--- src/design/palette_color_decompressor_assert.svh ---
// Assertion macros for the palette colour decompressor.
// Used by the top level; expects aclk and aresetn in scope.
`ifndef PALETTE_COLOR_DECOMPRESSOR_ASSERT_SVH
`define PALETTE_COLOR_DECOMPRESSOR_ASSERT_SVH

// same-cycle implication
`define PCD_ASSERT_NOW(label, ante, cons) \
    label: assert property (@(posedge aclk) disable iff (!aresetn) (ante) |-> (cons)) \
        else $error("pcd: same-cycle check failed");

// next-cycle implication
`define PCD_ASSERT_NEXT(label, ante, cons) \
    label: assert property (@(posedge aclk) disable iff (!aresetn) (ante) |=> (cons)) \
        else $error("pcd: next-cycle check failed");

`endif

--- src/design/pcd_pkg.sv ---
// Types and constants shared by the palette colour decompressor.
// No dependencies.
package pcd_pkg;

    typedef enum logic [1:0] {
        FORM_FULL  = 2'b00,
        FORM_RG_EQ = 2'b01,
        FORM_GREY  = 2'b10,
        FORM_RB_EQ = 2'b11
    } form_t;

    typedef enum logic [1:0] {
        PH_FIRST  = 2'b00,
        PH_SECOND = 2'b01,
        PH_THIRD  = 2'b10
    } phase_t;

    typedef enum logic [1:0] {
        REG_START_INDEX = 2'd0,
        REG_COLOR_COUNT = 2'd1,
        REG_GRAY_MODE   = 2'd2
    } reg_addr_t;

    localparam logic [7:0]  START_INDEX_RESET = 8'd0;
    localparam logic [8:0]  COLOR_COUNT_RESET = 9'd64;

    localparam logic [14:0] WEIGHT_RED = 15'd9830;
    localparam logic [14:0] WEIGHT_GRN = 15'd19333;
    localparam logic [14:0] WEIGHT_BLU = 15'd3604;
    localparam logic [22:0] LUMA_ROUND = 23'd16384;

    typedef struct packed {
        logic [7:0] index;
        logic [7:0] red;
        logic [7:0] green;
        logic [7:0] blue;
        logic       last;
    } colour_t;

    typedef struct packed {
        logic       restart;
        logic [7:0] restart_index;
        logic [8:0] color_count;
    } run_ctrl_t;

endpackage

--- src/design/pcd_decode.sv ---
// Byte parser and index counter: turns stream bytes into registered colours.
// Depends on pcd_pkg.
module pcd_decode
    import pcd_pkg::*;
(
    input  logic       aclk,
    input  logic       aresetn,
    input  run_ctrl_t  run_ctrl,
    input  logic       s_valid,
    output logic       s_ready,
    input  logic [7:0] s_data_byte,
    output logic       col_valid,
    input  logic       col_ready,
    output colour_t    col_data
);

    phase_t     phase_reg, phase_next;
    form_t      form_reg, form_next;
    logic [5:0] red_reg, red_next;
    logic [5:0] green_reg, green_next;
    logic [7:0] index_reg;
    logic [8:0] done_reg;
    logic       col_valid_reg;
    colour_t    col_reg;

    logic       accept;
    logic       emit;
    logic [7:0] emit_red, emit_green, emit_blue;
    logic [8:0] done_inc;
    logic       is_last;

    assign s_ready   = !col_valid_reg || col_ready;
    assign accept    = s_valid && s_ready;
    assign done_inc  = done_reg + 9'd1;
    assign is_last   = (done_inc == run_ctrl.color_count);
    assign col_valid = col_valid_reg;
    assign col_data  = col_reg;

    always_comb begin
        phase_next = phase_reg;
        form_next  = form_reg;
        red_next   = red_reg;
        green_next = green_reg;
        emit       = 1'b0;
        emit_red   = {2'b00, red_reg};
        emit_green = {2'b00, green_reg};
        emit_blue  = s_data_byte;
        if (accept) begin
            case (phase_reg)
                PH_SECOND: begin
                    case (form_reg)
                        FORM_FULL: begin
                            green_next = s_data_byte[5:0];
                            if (s_data_byte[6]) begin
                                emit       = 1'b1;
                                emit_green = {2'b00, s_data_byte[5:0]};
                                emit_blue  = {2'b00, s_data_byte[5:0]};
                            end else begin
                                phase_next = PH_THIRD;
                            end
                        end
                        FORM_RG_EQ: begin
                            emit       = 1'b1;
                            emit_green = {2'b00, red_reg};
                            emit_blue  = s_data_byte;
                        end
                        default: begin
                            emit       = 1'b1;
                            emit_green = s_data_byte;
                            emit_blue  = {2'b00, red_reg};
                        end
                    endcase
                end
                PH_THIRD: begin
                    emit = 1'b1;
                end
                default: begin
                    form_next = form_t'(s_data_byte[7:6]);
                    red_next  = s_data_byte[5:0];
                    if (form_t'(s_data_byte[7:6]) == FORM_GREY) begin
                        emit       = 1'b1;
                        emit_red   = {2'b00, s_data_byte[5:0]};
                        emit_green = {2'b00, s_data_byte[5:0]};
                        emit_blue  = {2'b00, s_data_byte[5:0]};
                    end else begin
                        phase_next = PH_SECOND;
                    end
                end
            endcase
            if (emit) begin
                phase_next = PH_FIRST;
            end
        end
    end

    always_ff @(posedge aclk) begin
        if (!aresetn) begin
            phase_reg     <= PH_FIRST;
            form_reg      <= FORM_FULL;
            red_reg       <= '0;
            green_reg     <= '0;
            index_reg     <= START_INDEX_RESET;
            done_reg      <= '0;
            col_valid_reg <= 1'b0;
        end else begin
            phase_reg <= phase_next;
            form_reg  <= form_next;
            red_reg   <= red_next;
            green_reg <= green_next;
            if (run_ctrl.restart || (emit && is_last)) begin
                index_reg <= run_ctrl.restart ? run_ctrl.restart_index
                                              : run_ctrl.restart_index;
                done_reg  <= '0;
            end else if (emit) begin
                index_reg <= index_reg + 8'd1;
                done_reg  <= done_inc;
            end
            if (emit) begin
                col_valid_reg <= 1'b1;
            end else if (col_ready) begin
                col_valid_reg <= 1'b0;
            end
        end
    end

    always_ff @(posedge aclk) begin
        if (emit) begin
            col_reg.index <= index_reg;
            col_reg.red   <= emit_red;
            col_reg.green <= emit_green;
            col_reg.blue  <= emit_blue;
            col_reg.last  <= is_last;
        end
    end

endmodule

--- src/design/pcd_luma.sv ---
// Output stage: optional grey conversion and the result register.
// Depends on pcd_pkg.
module pcd_luma
    import pcd_pkg::*;
(
    input  logic       aclk,
    input  logic       aresetn,
    input  logic       gray_mode,
    input  logic       col_valid,
    output logic       col_ready,
    input  colour_t    col_data,
    output logic       m_valid,
    input  logic       m_ready,
    output logic [7:0] m_dac_index,
    output logic [7:0] m_red_level,
    output logic [7:0] m_green_level,
    output logic [7:0] m_blue_level,
    output logic       m_run_last
);

    logic        m_valid_reg;
    colour_t     out_reg, out_next;
    logic [22:0] luma_sum;
    logic [7:0]  luma;

    assign col_ready = !m_valid_reg || m_ready;

    assign luma_sum = 23'(col_data.red)   * 23'(WEIGHT_RED)
                    + 23'(col_data.green) * 23'(WEIGHT_GRN)
                    + 23'(col_data.blue)  * 23'(WEIGHT_BLU)
                    + LUMA_ROUND;
    assign luma = luma_sum[22:15];

    always_comb begin
        out_next = col_data;
        if (gray_mode) begin
            out_next.red   = luma;
            out_next.green = luma;
            out_next.blue  = luma;
        end
    end

    always_ff @(posedge aclk) begin
        if (!aresetn) begin
            m_valid_reg <= 1'b0;
        end else if (col_valid && col_ready) begin
            m_valid_reg <= 1'b1;
        end else if (m_ready) begin
            m_valid_reg <= 1'b0;
        end
    end

    always_ff @(posedge aclk) begin
        if (col_valid && col_ready) begin
            out_reg <= out_next;
        end
    end

    assign m_valid       = m_valid_reg;
    assign m_dac_index   = out_reg.index;
    assign m_red_level   = out_reg.red;
    assign m_green_level = out_reg.green;
    assign m_blue_level  = out_reg.blue;
    assign m_run_last    = out_reg.last;

endmodule

--- src/design/palette_color_decompressor.sv ---
// Palette colour decompressor: one input byte a cycle unless stalled, one colour per completed entry.
// A colour is registered in the decode stage once its final byte is taken, then in the output stage.
// Throughput: one byte every cycle; backpressure stalls both stages in turn.
// Reset is synchronous, active low: start index 0, count 64, grey off, run restarted.
// Depends on pcd_pkg, pcd_decode, pcd_luma and palette_color_decompressor_assert.svh.
`include "palette_color_decompressor_assert.svh"

module palette_color_decompressor
    import pcd_pkg::*;
(
    input  logic       aclk,
    input  logic       aresetn,
    input  logic       cfg_wr_en,
    input  logic [1:0] cfg_addr,
    input  logic [8:0] cfg_wdata,
    input  logic       s_valid,
    output logic       s_ready,
    input  logic [7:0] s_data_byte,
    output logic       m_valid,
    input  logic       m_ready,
    output logic [7:0] m_dac_index,
    output logic [7:0] m_red_level,
    output logic [7:0] m_green_level,
    output logic [7:0] m_blue_level,
    output logic       m_run_last
);

    logic [7:0] start_index_reg;
    logic [8:0] color_count_reg;
    logic       gray_mode_reg;
    logic       wr_start, wr_count;
    run_ctrl_t  run_ctrl;
    logic       col_valid, col_ready;
    colour_t    col_data;

    assign wr_start = cfg_wr_en && (reg_addr_t'(cfg_addr) == REG_START_INDEX);
    assign wr_count = cfg_wr_en && (reg_addr_t'(cfg_addr) == REG_COLOR_COUNT);

    always_ff @(posedge aclk) begin
        if (!aresetn) begin
            start_index_reg <= START_INDEX_RESET;
            color_count_reg <= COLOR_COUNT_RESET;
            gray_mode_reg   <= 1'b0;
        end else if (cfg_wr_en) begin
            case (reg_addr_t'(cfg_addr))
                REG_START_INDEX: start_index_reg <= cfg_wdata[7:0];
                REG_COLOR_COUNT: color_count_reg <= cfg_wdata;
                REG_GRAY_MODE:   gray_mode_reg   <= cfg_wdata[0];
                default: ;
            endcase
        end
    end

    assign run_ctrl.restart       = wr_start || wr_count;
    assign run_ctrl.restart_index = wr_start ? cfg_wdata[7:0] : start_index_reg;
    assign run_ctrl.color_count   = color_count_reg;

    pcd_decode u_decode (
        .aclk        (aclk),
        .aresetn     (aresetn),
        .run_ctrl    (run_ctrl),
        .s_valid     (s_valid),
        .s_ready     (s_ready),
        .s_data_byte (s_data_byte),
        .col_valid   (col_valid),
        .col_ready   (col_ready),
        .col_data    (col_data)
    );

    pcd_luma u_luma (
        .aclk          (aclk),
        .aresetn       (aresetn),
        .gray_mode     (gray_mode_reg),
        .col_valid     (col_valid),
        .col_ready     (col_ready),
        .col_data      (col_data),
        .m_valid       (m_valid),
        .m_ready       (m_ready),
        .m_dac_index   (m_dac_index),
        .m_red_level   (m_red_level),
        .m_green_level (m_green_level),
        .m_blue_level  (m_blue_level),
        .m_run_last    (m_run_last)
    );

    `PCD_ASSERT_NOW(a_stall_only_when_full, !s_ready, col_valid && m_valid && !m_ready)
    `PCD_ASSERT_NEXT(a_colour_reaches_output, col_valid && col_ready, m_valid)
    `PCD_ASSERT_NEXT(a_plain_red_six_bits, col_valid && col_ready && !gray_mode_reg,
                     m_red_level[7:6] == 2'b00)

endmodule
--- config.mk ---
export PLATFORM = sky130hd
export DESIGN_NAME = palette_color_decompressor
export DESIGN_NICKNAME = d
export VERILOG_FILES = /design/src/design/pcd_pkg.sv /design/src/design/pcd_decode.sv /design/src/design/pcd_luma.sv /design/src/design/palette_color_decompressor.sv
export VERILOG_INCLUDE_DIRS = /design/src /design/src/design
export SDC_FILE = /design/constraint.sdc
export NUM_CORES = 1
export LEC_CHECK = 0
export BUFFER_PORTS_ARGS = -buffer_cell sky130_fd_sc_hd__buf_2
export CAP_MARGIN = 30
export CORE_MARGIN = 5
export CORE_UTILIZATION = 50
export DETAILED_ROUTE_END_ITERATION = 12
export PLACE_DENSITY_LB_ADDON = 0.3
export SYNTH_ARGS = -nofsm -noshare
export SYNTH_HDL_FRONTEND = slang
export SYNTH_SLANG_ARGS = --single-unit
--- constraint.sdc ---
create_clock -name aclk -period 11.45 [get_ports aclk]
set_clock_uncertainty 0.05 [all_clocks]
set_input_delay 2.29 -clock aclk [delete_from_list [all_inputs] [get_ports aclk]]
set_output_delay 2.29 -clock aclk [all_outputs]
set_load 0.005 [all_outputs]
==> results.json <==
{
  "outcome": "completed",
  "crit_path_start": "u_decode.col_data[21]",
  "yosys.area.top_type": "ha_1",
  "cp.required_ns": 11.53,
  "start_kind": "register",
  "ys_seq_area_frac": 0.289,
  "num_antenna_cells": 0,
  "setup_viol": 0,
  "synth_top_area_frac": 0.192,
  "async_flop_share": 0,
  "dieWidth_um": 154,
  "hpwl_mm": 18.3,
  "io_pins": 59,
  "synth-main-ff-cell": "edfxtp_1",
  "layout-drive-gt1-share": 0.0945,
  "worstHoldStart": "u_decode.col_data[26]",
  "die_h_um": 154,
  "slew_headroom": 0.423,
  "grt_pass1_vias": 7855,
  "gp_congestion": 0.914,
  "cp_max_fo": 6,
  "r2r-start": "u_decode.col_data[21]",
  "ant_nets": 0,
  "first_iter_violations": 369,
  "post-route-util": 0.563,
  "post_cts_buffers": 0,
  "synth_cells": 1102,
  "cp_slowest_stage_delay_ns": 0.59,
  "via_per_inst": 5.44,
  "finalWorstSetupSlack_ns": 3.77,
  "grt_max_degree": 45,
  "insertion_delay_ns": 0.42,
  "antenna_found_initial": 0,
  "cts_root_buf": "clkbuf_16",
  "end_kind": "register",
  "vias": 7798,
  "crit_slowest_cell": "fa_1",
  "fin_nets": 1402,
  "yosysMostFrequentCell": "inv_1",
  "tightest_slew_ns": 0.866,
  "synth_edf_count": 64,
  "cap_violations": 0,
  "worstPathArrival_ns": 7.76,
  "cts_tree": "built",
  "port_buffers": 58,
  "drt_wl_total_mm": 23.1,
  "largest_reg_flops": 31,
  "syn2layout_area_growth_pct": 10.9,
  "wire_per_inst_um": 16.1,
  "ctsLongestPathBuffers": 2,
  "hold_violations": 0,
  "cts.sinks": 117,
  "grt_use_total": 0.201,
  "max_freq_mhz": 130,
  "core-area_um2": 20300,
  "yosys-top-cells-count": "inv_1 (182), ha_1 (158), nor2_1 (86)",
  "ys_ff_latch": 117,
  "tns_ns": 0,
  "path_common_cell": "inv_1",
  "synthDistinctLibCells": 62,
  "grt_pass1_wl_mm": 38.7,
  "syn-cell-area_um2": 10300,
  "rsz0062_at_grt": "no",
  "period_needed_ns": 7.68,
  "avgSynthCellArea_um2": 9.36,
  "cts-htree-levels": 4,
  "synth_fp_nets": 1352,
  "clkTransAtPathRegs_ns": 0.06,
  "drc_errors": 0,
  "grt_overflow": 0,
  "slew_violations": 0,
  "rows": 52,
  "nFillCells": 1835,
  "path_class": "reg2reg",
  "start_util": 0.508,
  "synthTopCellsByArea": "ha_1 (19%), edfxtp_1 (19%), fa_1 (13%)",
  "synth_warnings": 0,
  "postCtsHoldBufs": 0,
  "cts_resized": 0,
  "cts_made_buffers": 17,
  "period_share": 0.670,
  "hp-class": "reg2reg",
  "die-area_um2": 23600,
  "firstDrtPassIters": 5,
  "pre_cts_slack_ns": 3.83
}
[area by class of cell]
cell class | instances | area (µm²) | share of cell area
Multi-Input combinational cell | 770 | 6510 | 0.569
Sequential cell | 117 | 2980 | 0.261
Clock buffer | 22 | 512 | 0.0447
Tap cell | 270 | 338 | 0.0295
Inverter | 182 | 683 | 0.0597
Timing Repair Buffer | 64 | 348 | 0.0304
Clock inverter | 9 | 62.6 | 0.00547
[routing by layer]
metal	part of all wire	routed length (µm)	track usage
met5	0	0	0
met4	0.031	721	0.0728
met3	0.050	1160	0.0455
met2	0.46	10500	0.321
met1	0.46	10600	0.269
[worst paths after layout]
kind / end / slack (ns) / depth (start not counted)
max: u_luma.m_green_level[7] / 3.77 / 29
min: u_luma.m_dac_index[1] / 0.37 / 0
max reg2reg: u_luma.m_green_level[7] / 3.77 / 29
min reg2reg: u_luma.m_dac_index[1] / 0.37 / 0
[cells by family (layout without fill, tap and decap cells)]
| kind of cell | count (synthesis) | count (layout) | synth area share |
|---|---|---|---|
| XOR/XNOR | 49 | 49 | 0.0416 |
| buffers and inverters | 215 | 277 | 0.0798 |
| adder cells (fa/ha/maj) | 226 | 226 | 0.324 |
| multiplexers | 11 | 11 | 0.0110 |
| AO/OA/AOI/OAI | 218 | 218 | 0.133 |
| flip-flops | 117 | 117 | 0.289 |
| AND/OR/NAND/NOR | 266 | 266 | 0.121 |
[cell usage in the layout (no fill, tap or decap), types with 13 or more instances in the layout]
cell type / n
nand3_1: 25
a21oi_1: 74
xor2_1: 23
xnor2_1: 26
ha_1: 158
clkbuf_16: 20
dfxtp_1: 53
buf_2: 58
o21a_1: 15
inv_1: 182
nor2_1: 86
nor3_1: 13
fa_1: 68
nand2_1: 81
o21ai_0: 53
edfxtp_1: 64
[critical path, delay by kind of cell, from the launching register on]
family          cells  cell delay (ns)
simple gates        1             0.17
fa+ha+maj           9             3.53
mux                 1             0.28
buf+inv             6             0.30
flops               1             0.41
xor+xnor            1             0.32
compound gates     11             2.32
[through the flow]
step / area (µm²) / hold WS (ns) / cells
global route: 11400 / 0.380 / 1434
global placement: 10800 / 0.351 / 1402
detailed placement: 10900 / 0.355 / 1403
finish: 11400 / 0.365 / 1434
CTS: 11400 / 0.365 / 1434
floorplan: 10300 / 0.350 / 1102
Power is not shown: default switching activity piles up to over one toggle a cycle in this logic, so the estimate is an artifact.
